--- config.mk ---
export PLATFORM = sky130hd
export DESIGN_NAME = adaptive_client_rate_limiter_core
export DESIGN_NICKNAME = d
export VERILOG_FILES = /design/src/sv/acrl_pkg.sv /design/src/sv/acrl_ctrl.sv /design/src/sv/acrl_dp.sv /design/src/sv/adaptive_client_rate_limiter_core.sv
export SDC_FILE = /design/constraint.sdc
export NUM_CORES = 2
export LEC_CHECK = 0
export ABC_AREA = 1
export BUFFER_PORTS_ARGS = -buffer_cell sky130_fd_sc_hd__buf_2
export CAP_MARGIN = 0
export CELL_PAD_IN_SITES_DETAIL_PLACEMENT = 2
export CELL_PAD_IN_SITES_GLOBAL_PLACEMENT = 2
export CORE_ASPECT_RATIO = 0.7
export CORE_UTILIZATION = 47
export DETAILED_ROUTE_END_ITERATION = 10
export GPL_ROUTABILITY_DRIVEN = 0
export PLACE_DENSITY = 0.88
export SETUP_SLACK_MARGIN = 0.5
export SKIP_LAST_GASP = 1
export SLEW_MARGIN = 20
export SYNTH_ARGS = -nofsm -noshare
export SYNTH_HDL_FRONTEND = slang
export SYNTH_HIERARCHICAL = 1
export SYNTH_SLANG_ARGS = --single-unit
--- constraint.sdc ---
create_clock -name clk -period 23.2 [get_ports clk]
set_input_delay 1.16 -clock clk [delete_from_list [all_inputs] [get_ports clk]]
set_output_delay 1.16 -clock clk [all_outputs]
set_load 0.05 [all_outputs]
--- src/sv/acrl_pkg.sv ---
// ----------------------------------------------------------------------------
// acrl_pkg
// Shared types and constants for the adaptive client rate limiter.
// ----------------------------------------------------------------------------
package acrl_pkg;

  localparam int CLIENTS   = 16;
  localparam int SLOT_W    = 4;
  localparam int TIME_W    = 40;
  localparam int RATE_W    = 16;
  localparam int CNT_W     = 17;
  localparam int SAT_W     = 16;
  localparam int THR_W     = 8;
  localparam int MS_W      = 32;
  localparam int TOTAL_W   = 32;
  localparam int CFG_IDX_W = 3;
  localparam int CFG_DAT_W = 32;

  // Fixed length of the request counting window
  localparam logic [TIME_W-1:0] WINDOW_MS = TIME_W'(60000);

  // Item modes
  localparam logic [1:0] MODE_REQ     = 2'd0;
  localparam logic [1:0] MODE_AUTH    = 2'd1;
  localparam logic [1:0] MODE_UNBLOCK = 2'd2;
  localparam logic [1:0] MODE_QUERY   = 2'd3;

  // Configuration register indexes
  localparam logic [CFG_IDX_W-1:0] CFG_ENABLED   = 3'd0;
  localparam logic [CFG_IDX_W-1:0] CFG_MAX_RATE  = 3'd1;
  localparam logic [CFG_IDX_W-1:0] CFG_AUTH_THR  = 3'd2;
  localparam logic [CFG_IDX_W-1:0] CFG_BLOCK_DUR = 3'd3;
  localparam logic [CFG_IDX_W-1:0] CFG_COOLDOWN  = 3'd4;

  typedef struct packed {
    logic [1:0]        mode;
    logic [SLOT_W-1:0] client_slot;
    logic [TIME_W-1:0] now_ms;
  } req_t;

  typedef struct packed {
    logic               allowed;
    logic               blocked;
    logic               lock_cause;
    logic [TIME_W-1:0]  lock_end;
    logic [RATE_W-1:0]  cur_limit;
    logic               unblock_done;
    logic [TOTAL_W-1:0] total_blocks;
    logic [TOTAL_W-1:0] total_denied;
  } res_t;

  typedef struct packed {
    logic              enabled;
    logic [RATE_W-1:0] rate_cap;
    logic [THR_W-1:0]  fail_limit;
    logic [MS_W-1:0]   lock_ms;
    logic [MS_W-1:0]   cooldown_ms;
  } cfg_t;

  // One client slot, minus its valid bit
  typedef struct packed {
    logic              blocked;
    logic [TIME_W-1:0] block_end;
    logic [CNT_W-1:0]  req_count;
    logic [RATE_W-1:0] limit;
    logic [SAT_W-1:0]  violations;
    logic [TIME_W-1:0] window_start;
    logic [TIME_W-1:0] cooldown_start;
    logic [SAT_W-1:0]  auth_fails;
  } slot_t;

  // Controller to datapath commands
  typedef struct packed {
    logic load;
    logic prep;
    logic upd;
    logic rpt;
  } cmd_t;

endpackage

--- src/sv/acrl_ctrl.sv ---
// ----------------------------------------------------------------------------
// acrl_ctrl
// Sequencer: load, prepare, update, report, one item at a time.
// ----------------------------------------------------------------------------
module acrl_ctrl
  import acrl_pkg::*;
(
  input  logic clk,
  input  logic rst_n,
  input  logic start,
  output logic busy,
  output cmd_t cmd
);

  localparam logic [1:0] ST_IDLE = 2'd0;
  localparam logic [1:0] ST_PREP = 2'd1;
  localparam logic [1:0] ST_UPD  = 2'd2;
  localparam logic [1:0] ST_RPT  = 2'd3;

  logic [1:0] state_r;
  logic [1:0] state_nxt;

  always_comb begin
    state_nxt = state_r;
    case (state_r)
      ST_IDLE: if (start) state_nxt = ST_PREP;
      ST_PREP: state_nxt = ST_UPD;
      ST_UPD:  state_nxt = ST_RPT;
      ST_RPT:  state_nxt = ST_IDLE;
      default: state_nxt = ST_IDLE;
    endcase
  end

  always_ff @(posedge clk) begin
    if (!rst_n) begin
      state_r <= ST_IDLE;
    end else begin
      state_r <= state_nxt;
    end
  end

  assign busy     = (state_r != ST_IDLE);
  assign cmd.load = (state_r == ST_IDLE) && start;
  assign cmd.prep = (state_r == ST_PREP);
  assign cmd.upd  = (state_r == ST_UPD);
  assign cmd.rpt  = (state_r == ST_RPT);

endmodule

--- src/sv/acrl_dp.sv ---
// ----------------------------------------------------------------------------
// acrl_dp
// Slot table, per-item working record, global counters and result register.
// ----------------------------------------------------------------------------
module acrl_dp
  import acrl_pkg::*;
(
  input  logic clk,
  input  logic rst_n,
  input  cmd_t cmd,
  input  cfg_t cfg,
  input  req_t in_data,
  output logic out_valid,
  output res_t out_data
);

  // Slot table: valid bits reset, payload only meaningful when valid
  logic [CLIENTS-1:0] slot_vld_r;
  slot_t              tab_r [CLIENTS];

  // Working copy of the item and its slot
  logic [1:0]        mode_r;
  logic [SLOT_W-1:0] slot_r;
  logic [TIME_W-1:0] now_r;
  logic              vld_r;
  slot_t             rec_r;

  // Prepared flags
  logic              blk_act_r;
  logic              cd_exp_r;
  logic              win_exp_r;
  logic [TIME_W-1:0] end_sat_r;
  logic [SAT_W-1:0]  auth_inc_r;
  logic              auth_hit_r;

  logic               allow_r;
  logic               undone_r;
  logic [TOTAL_W-1:0] blocks_r;
  logic [TOTAL_W-1:0] denied_r;
  logic               out_valid_r;
  res_t               out_data_r;

  // ---- load: read slot, apply first touch ----
  logic  tch;
  slot_t fresh;
  always_comb begin
    tch                  = cfg.enabled && (in_data.mode inside {MODE_REQ, MODE_AUTH});
    fresh                = '0;
    fresh.limit          = cfg.rate_cap;
    fresh.window_start   = in_data.now_ms;
  end

  // ---- prepare: time compares and saturating sums ----
  logic [TIME_W:0]   end_sum;
  logic [TIME_W-1:0] cd_diff;
  logic [TIME_W-1:0] win_diff;
  logic [SAT_W-1:0]  auth_inc;
  always_comb begin
    end_sum  = {1'b0, now_r} + {{(TIME_W+1-MS_W){1'b0}}, cfg.lock_ms};
    cd_diff  = now_r - rec_r.cooldown_start;
    win_diff = now_r - rec_r.window_start;
    auth_inc = (rec_r.auth_fails != '1) ? rec_r.auth_fails + 1'b1 : rec_r.auth_fails;
  end

  // ---- update: new slot record ----
  slot_t             nrec;
  logic [RATE_W-1:0] half;
  logic              allow_nxt;
  logic              undone_nxt;
  logic              deny;
  logic              blk_inc;
  logic              we;
  always_comb begin
    nrec       = rec_r;
    half       = '0;
    allow_nxt  = 1'b0;
    undone_nxt = 1'b0;
    deny       = 1'b0;
    blk_inc    = 1'b0;
    we         = 1'b0;
    case (mode_r)
      MODE_REQ: begin
        allow_nxt = 1'b1;
        if (cfg.enabled) begin
          we = 1'b1;
          if (blk_act_r) begin
            allow_nxt = 1'b0;
            deny      = 1'b1;
          end else begin
            nrec.blocked = 1'b0;
            if (cd_exp_r) begin
              nrec.limit          = cfg.rate_cap;
              nrec.violations     = '0;
              nrec.cooldown_start = '0;
              nrec.req_count      = '0;
            end
            if (win_exp_r) begin
              nrec.window_start = now_r;
              nrec.req_count    = '0;
            end
            if (nrec.req_count != '1) nrec.req_count = nrec.req_count + 1'b1;
            if (nrec.req_count > {1'b0, nrec.limit}) begin
              half = nrec.limit >> 1;
              if (nrec.violations == '0) nrec.cooldown_start = now_r;
              if (nrec.violations != '1) nrec.violations = nrec.violations + 1'b1;
              nrec.limit     = (half == '0) ? RATE_W'(1) : half;
              nrec.blocked   = 1'b1;
              nrec.block_end = end_sat_r;
              blk_inc        = 1'b1;
              deny           = 1'b1;
              allow_nxt      = 1'b0;
            end
          end
        end
      end
      MODE_AUTH: begin
        if (cfg.enabled) begin
          we              = 1'b1;
          nrec.auth_fails = auth_inc_r;
          if (auth_hit_r) begin
            nrec.blocked   = 1'b1;
            nrec.block_end = end_sat_r;
            blk_inc        = 1'b1;
          end
        end
      end
      MODE_UNBLOCK: begin
        if (vld_r && rec_r.blocked) begin
          we              = 1'b1;
          nrec.blocked    = 1'b0;
          nrec.block_end  = '0;
          nrec.auth_fails = '0;
          undone_nxt      = 1'b1;
        end
      end
      default: ;
    endcase
  end

  // ---- report ----
  res_t res;
  always_comb begin
    res               = '0;
    res.allowed       = allow_r;
    res.unblock_done  = undone_r;
    res.total_blocks  = blocks_r;
    res.total_denied  = denied_r;
    res.cur_limit     = vld_r ? rec_r.limit : cfg.rate_cap;
    if (cfg.enabled && vld_r && rec_r.blocked && (now_r < rec_r.block_end)) begin
      res.blocked    = 1'b1;
      res.lock_end   = rec_r.block_end;
      res.lock_cause = (rec_r.auth_fails >= {{(SAT_W-THR_W){1'b0}}, cfg.fail_limit});
    end
  end

  // Control state
  always_ff @(posedge clk) begin
    if (!rst_n) begin
      slot_vld_r  <= '0;
      blocks_r    <= '0;
      denied_r    <= '0;
      out_valid_r <= 1'b0;
    end else begin
      out_valid_r <= cmd.rpt;
      if (cmd.upd) begin
        if (we) slot_vld_r[slot_r] <= 1'b1;
        if (blk_inc) blocks_r <= blocks_r + 1'b1;
        if (deny) denied_r <= denied_r + 1'b1;
      end
    end
  end

  // Payload
  always_ff @(posedge clk) begin
    if (cmd.load) begin
      mode_r <= in_data.mode;
      slot_r <= in_data.client_slot;
      now_r  <= in_data.now_ms;
      if (tch && !slot_vld_r[in_data.client_slot]) begin
        vld_r <= 1'b1;
        rec_r <= fresh;
      end else begin
        vld_r <= slot_vld_r[in_data.client_slot];
        rec_r <= tab_r[in_data.client_slot];
      end
    end
    if (cmd.prep) begin
      blk_act_r  <= rec_r.blocked && (now_r < rec_r.block_end);
      cd_exp_r   <= (rec_r.violations != '0) &&
                    (cd_diff >= {{(TIME_W-MS_W){1'b0}}, cfg.cooldown_ms});
      win_exp_r  <= (win_diff >= WINDOW_MS);
      end_sat_r  <= end_sum[TIME_W] ? '1 : end_sum[TIME_W-1:0];
      auth_inc_r <= auth_inc;
      auth_hit_r <= (auth_inc >= {{(SAT_W-THR_W){1'b0}}, cfg.fail_limit});
    end
    if (cmd.upd) begin
      rec_r    <= nrec;
      allow_r  <= allow_nxt;
      undone_r <= undone_nxt;
      if (we) tab_r[slot_r] <= nrec;
    end
    if (cmd.rpt) out_data_r <= res;
  end

  assign out_valid = out_valid_r;
  assign out_data  = out_data_r;

endmodule

--- src/sv/adaptive_client_rate_limiter_core.sv ---
// ----------------------------------------------------------------------------
// adaptive_client_rate_limiter_core
// Per-client fixed-window rate limiter with adaptive limit and lockout.
// ----------------------------------------------------------------------------
// The result strobe (out_valid) is registered from the report state, so it is
// high as the sequencer returns to idle.
// Items are taken one at a time through the load/prepare/update/report
// sequence around the single slot read-modify-write; busy holds off a new one.
// Reset (rst_n low, synchronous): all slots invalid, totals zero, registers
// back to defaults; no clearing pass. The receiver cannot stall out_valid.
// ----------------------------------------------------------------------------
module adaptive_client_rate_limiter_core
  import acrl_pkg::*;
(
  input  logic                 clk,
  input  logic                 rst_n,
  // item input
  input  logic                 start,
  output logic                 busy,
  input  req_t                 in_data,
  // results
  output logic                 out_valid,
  output res_t                 out_data,
  // configuration writes
  input  logic                 cfg_valid,
  output logic                 cfg_ready,
  input  logic [CFG_IDX_W-1:0] cfg_index,
  input  logic [CFG_DAT_W-1:0] cfg_data
);

  cfg_t cfg_r;
  cmd_t cmd;

  // Registers change only between items: not while one is in flight and not
  // at the edge that takes a new one.
  assign cfg_ready = !busy && !start;

  always_ff @(posedge clk) begin
    if (!rst_n) begin
      cfg_r.enabled     <= 1'b1;
      cfg_r.rate_cap    <= RATE_W'(60);
      cfg_r.fail_limit  <= THR_W'(5);
      cfg_r.lock_ms     <= MS_W'(600000);
      cfg_r.cooldown_ms <= MS_W'(300000);
    end else if (cfg_valid && cfg_ready) begin
      case (cfg_index)
        CFG_ENABLED:   cfg_r.enabled     <= cfg_data[0];
        CFG_MAX_RATE:  cfg_r.rate_cap    <= cfg_data[RATE_W-1:0];
        CFG_AUTH_THR:  cfg_r.fail_limit  <= cfg_data[THR_W-1:0];
        CFG_BLOCK_DUR: cfg_r.lock_ms     <= cfg_data[MS_W-1:0];
        CFG_COOLDOWN:  cfg_r.cooldown_ms <= cfg_data[MS_W-1:0];
        default: ;
      endcase
    end
  end

  // Sequencer
  acrl_ctrl u_ctrl (
    .clk   (clk),
    .rst_n (rst_n),
    .start (start),
    .busy  (busy),
    .cmd   (cmd)
  );

  // Slot table and arithmetic
  acrl_dp u_dp (
    .clk       (clk),
    .rst_n     (rst_n),
    .cmd       (cmd),
    .cfg       (cfg_r),
    .in_data   (in_data),
    .out_valid (out_valid),
    .out_data  (out_data)
  );

  // Accepted item keeps the block busy on the next cycle
  a_accept_busy: assert property (@(posedge clk) disable iff (!rst_n)
    (start && !busy) |=> busy)
    else $error("accepted item did not make block busy");

  // Every finished item is reported as busy drops
  a_done_strobe: assert property (@(posedge clk) disable iff (!rst_n)
    $fell(busy) |-> out_valid)
    else $error("item finished without result strobe");

  // One strobe per item, never in back-to-back cycles
  a_single_strobe: assert property (@(posedge clk) disable iff (!rst_n)
    out_valid |=> !out_valid)
    else $error("result strobe lasted more than one cycle");

  // Results appear only when the sequencer is back to idle
  a_strobe_idle: assert property (@(posedge clk) disable iff (!rst_n)
    out_valid |-> !busy)
    else $error("result strobe while busy");

endmodule
==> impl_results.md, run 1 <==
* Overall Global Routing Usage at 70.9%
* Post-CTS sizing at 0
* Avg Inst Size Synth at 11.3 um^2
* Die X-Extent at 691 um
* Top FF cell, synth: edfxtp_1
* Status: stopped before the end
* Hold_buf cts at 0
* CTS Buffer Depth at 4
* Pre-CTS setup slack at 14.89 ns
* Num rows at 176
* Initial Util at 47.4%
* Fail Step: global routing (5_1_grt)
* H-tree levels at 5
* Seq/Total Area, Yosys at 67.6%
* Synth Instances at 13800
* Post-CTS Setup Inserts at 0
* Largest net degree at the start of global routing at 207
* Distinct cells, synth at 62
* Syn nets at 14100
* EDFF count, synth at 3395
* Post-synthesis register bit count at 3567
* Err: [ERROR GRT-0232] Routing congestion too high. Check the congestion heatmap in the GUI.
* IO buf count at 211
* HPWL after DPL at 448 mm
* IO Pins at 212
* CTS Buf Count at 359
* Antenna violations before repair at 185
* GRT overflow at 211
* Yosys warning count at 6
* Fraction of registers with async set/reset at 0%
* Clock root buffer: clkbuf_16
* Cell area after synthesis at 156000 um^2
* Die Ht at 484 um
* Clock sink total at 3567
-- cells by family after synthesis --
kind of cell	share of synthesized area, %
and+or+nand+nor	12.5
adders and majority gates	1.87
DFF	67.6
AOI/OAI and AO/OA	13.3
buffers and inverters	4.07
xor gates and xnor gates	0.752
-- per-stage QoR --
| step | instance area, um^2 | hold slack [ns] | cells |
|---|---|---|---|
| after CTS | 173000 | 0.346 | 18500 |
| after detailed placement | 162000 | 0.461 | 17800 |
| after global placement | 162000 | 0.442 | 17800 |
| after floorplan | 156000 | 0.400 | 13800 |
-- Yosys cell counts (all sizes together) (51+ instances only) --
cell type	n	area (um^2)
nand4	102	644
a21boi	51	387
a32o	182	1820
nor3	85	435
buf	254	1250
nor2	1429	5430
nand2	2747	10300
o22ai	350	2190
a21oi	853	4270
o21ai	1291	6460
a22oi	81	608
xor2	97	850
dfxtp	172	3440
edfxtp	3395	102000
ha	228	2850
a31oi	67	419
inv	766	2880
o221ai	110	963
a221oi	201	1760
nand3	431	2180
clkbuf	589	2210
o211ai	53	398
-- per-layer routing --
metal,overflow,global-route usage (%)
met5,0,43.7
met4,112,66.3
met3,17,58.4
met2,80,84.8
met1,2,71.4
==> inputs of run 2 (changes only) <==
CELL_PAD_IN_SITES_DETAIL_PLACEMENT = not set   (was 2)
CELL_PAD_IN_SITES_GLOBAL_PLACEMENT = not set   (was 2)
CORE_ASPECT_RATIO = not set   (was 0.7)
CORE_UTILIZATION = 40   (was 47)
PLACE_DENSITY = not set   (was 0.88)
PLACE_DENSITY_LB_ADDON = 0.15   (was not set)
SETUP_SLACK_MARGIN = not set   (was 0.5)
==> impl_results.md, run 2 <==
* Status: completed
* Top cell type's share of synthesized area at 65.4% (unchanged)
* Reg-to-reg setup timing slack at 16.29 ns
* Distinct cells, synth at 62 (unchanged)
* Reg2reg path depth at 26
* TritonCTS clock tree: yes
* Antenna viol nets, final at 0
* Synth Instances at 13800 (unchanged)
* Reg clk slew, reported paths at 0.07 ns
* Final WS setup at 16.29 ns
* Residual DRC at 0
* Sw Share at 32.3%
* CP most frequent cell: nand2_1
* Global-route wire length before repair at 749 mm
* Post-CTS Setup Inserts at 0 (unchanged)
* Most common cell after layout, fill and taps aside: edfxtp_1
* Worst Path Max Fanout at 55
* Worst hold start: in_data[38]
* Vias post-DR at 112000
* Vias in the first global route at 104000
* Max-Cap Viols at 0
* CP Buf/Inv Count at 5
* Clock root buffer: clkbuf_16
* Largest net degree at the start of global routing at 195
* Post-synthesis register bit count at 3567 (unchanged)
* Critical path endpoint category: flop
* VDD IR-drop max at 0.0000657 V
* Critical path's largest stage delay at 0.91 ns
* Max Freq at 0.145 GHz
* CTS Buffer Depth at 4 (unchanged)
* Hold path cells at 1
* Avg Inst Size Synth at 11.3 um^2 (unchanged)
* Period utilization at 29.8%
* Reg2reg end: u_dp/tab_r[15][45]
* Top FF cell, synth: edfxtp_1
* Cell area after synthesis at 156000 um^2 (unchanged)
* Total wire length at 525 mm
* Yosys warning count at 6 (unchanged)
* Die X-Extent at 626 um (-9.3%)
* Biggest register: u_dp/tab_r
* Initial Util at 40.3% (-7.0 points)
* Clock sink total at 3567 (unchanged)
* HPWL after DPL at 288 mm (-36%)
* Most frequent cells after synthesis: edfxtp_1, nand2_1, nor2_1
* Num rows at 228 (+30%)
* Largest register FFs at 2976
* Die area at 392000 um^2
* Syn nets at 14100 (unchanged)
* Clock Latency Late Sink at 0.98 ns
* Minimum clock period at 6.91 ns
* DRT iter0 DRCs at 12400
* IO Pins at 212 (unchanged)
* H-tree levels at 5 (unchanged)
* Post-CTS sizing at 0 (unchanged)
* Final Slew Violations at 0
* Overall Global Routing Usage at 26.0%
* Pre-antenna DRT Iters at 9
* GRT overflow at 0
* Layout cell share with drive strength beyond 1 at 8.16%
* Hold_buf cts at 0 (unchanged)
* Worst slew pin tran at 1.21 ns
* Area growth syn-to-layout at 12.3%
* Final setup viols at 0
* CTS Buf Count at 377 (+5.0%)
* RSZ-0062 raised after global routing: no
* Cell Pwr Density at 107 nW/um^2
* Sequential Power Share at 45.1%
* Int Pwr at 12.7 mW
* Cell taking the most area after synthesis: edfxtp_1
* Most numerous cell in the Yosys netlist: edfxtp_1
* Sw power at 6.07 mW
* Fraction of registers with async set/reset at 0% (unchanged)
* Post-layout nets at 14200
* Die Ht at 626 um (+29%)
* Pre-CTS setup slack at 16.48 ns (+1.58 ns)
* Clock power share at 31.9%
* Worst r2r src: u_dp/cd_exp_r
* Most frequent cells in the layout: edfxtp_1, nand2_1, nor2_1
* Critical path data arrival time at 7.48 ns
* Hold Vio Cnt, Final at 0
* Slowest CP cell: o21ai_1
* Crit path required time at 23.76 ns
* Core area at 387000 um^2
* Vias per cell at 5.79
* CP Launch Type: flop
* Final Skew at 0.0631 ns
* Setup Crit Path Kind: flop to flop
* Hold Slack at 0.414 ns
* IO buf count at 211 (unchanged)
* Cell family with most CP delay: simple AND/OR/NAND/NOR gates
* Hold/Removal Path Class: primary input to flop
* Routed len/inst at 27.1 um
* Worst Hold Endpoint: u_dp/now_r[38]
* Seq/Total Area, Yosys at 67.6% (unchanged)
* EDFF count, synth at 3395 (unchanged)
* Fin util at 45.3%
* Antenna violations before repair at 36
* Comb pwr share at 23.0%
* Lkg Pwr at 61.3 nW
* Setup_tns at 0 ns
* Synth area leaders: edfxtp_1, nand2_1, o21ai_0
* Slew Limit Headroom at 19.6%
## run 2: cell counts after synthesis
Identical to the previous run, type by type.
## run 2: routing by layer
| layer | wire (um) | global-route usage (%) | vias to the layer above |
|---|---|---|---|
| li1 | - | - | 50200 |
| met1 | 223000 | 35.9 | 56400 |
| met2 | 242000 | 41.7 | 4545 |
| met3 | 39400 | 4.07 | 840 |
| met4 | 19500 | 9.01 | 20 |
| met5 | 432 | 0 | - |
## run 2: layout make-up
class / count / area, um^2
clock buffer: 477 / 10100
fill: 35700 / 212000
tap: 5175 / 6470
clock inverter: 220 / 2040
inverter: 769 / 2930
sequential: 3567 / 105000
multi-input combinational: 8632 / 44600
timing repair buffer: 502 / 3640
antenna: 21 / 52.6
## run 2: worst max path at each step
stage | start | to | slack [ns] | depth (start not counted)
after floorplan | u_dp/mode_r[0] | u_dp/tab_r[11][0] | 13.34 | 9
after global placement | u_dp/cd_exp_r | u_dp/blocks_r[3] | 16.45 | 29
after detailed placement | u_dp/cd_exp_r | u_dp/tab_r[5][48] | 16.48 | 26
after CTS | u_dp/cd_exp_r | u_dp/tab_r[9][42] | 16.43 | 26
after global routing | u_dp/cd_exp_r | u_dp/rec_r[48] | 15.85 | 28
final | u_dp/cd_exp_r | u_dp/tab_r[15][45] | 16.29 | 26
## run 2: worst register-to-register path: stages (launching register included)
cell and delay [ns]:
edfxtp_1 0.35, buf_4 0.27, nor2_4 0.42, inv_2 0.15
nor2_1 0.17, ha_1 0.23, nand2_1 0.11, nor3_2 0.32
nand2_1 0.16, inv_1 0.10, nand3_2 0.35, o21ai_1 0.31
inv_1 0.06, ha_1 0.27, nand2_1 0.05, nor2_1 0.14
nand3b_1 0.09, nand3_1 0.09, nand2_1 0.05, nand2_1 0.06
nand2_1 0.04, nand2_1 0.05, nand2_1 0.20, nand2_8 0.55
buf_4 0.90, a22oi_1 0.18, o21ai_1 0.91
## run 2: stage by stage
stage | instances | total power, mW | cell area (um^2)
after floorplan | 13800 | 11.2 | 156000
after global placement | 18600 | 12.8 | 163000
after detailed placement | 18600 | 12.9 | 163000
after CTS | 19300 | 18.8 | 175000
after global routing | 19300 | 19.5 | 175000
final | 19400 | 18.8 | 175000
## run 2: cell families after synthesis
kind of cell	synth area share (%)
flops	67.6
buf+inv	4.07
fa+ha+maj	1.87
simple gates	12.5
compound gates	13.3
xor+xnor	0.752
## run 2: power by group through the flow
| stage | combinational [mW] | clock [mW] | sequential [mW] |
|---|---|---|---|
| floorplan | 2.51 | 0 | 8.67 |
| CTS | 4.26 | 6.09 | 8.49 |
| global route | 4.71 | 6.31 | 8.52 |
| finish | 4.33 | 6.00 | 8.49 |
| detailed placement | 4.25 | 0 | 8.62 |
| global placement | 4.23 | 0 | 8.62 |
Power figures use the tool's default switching activity.
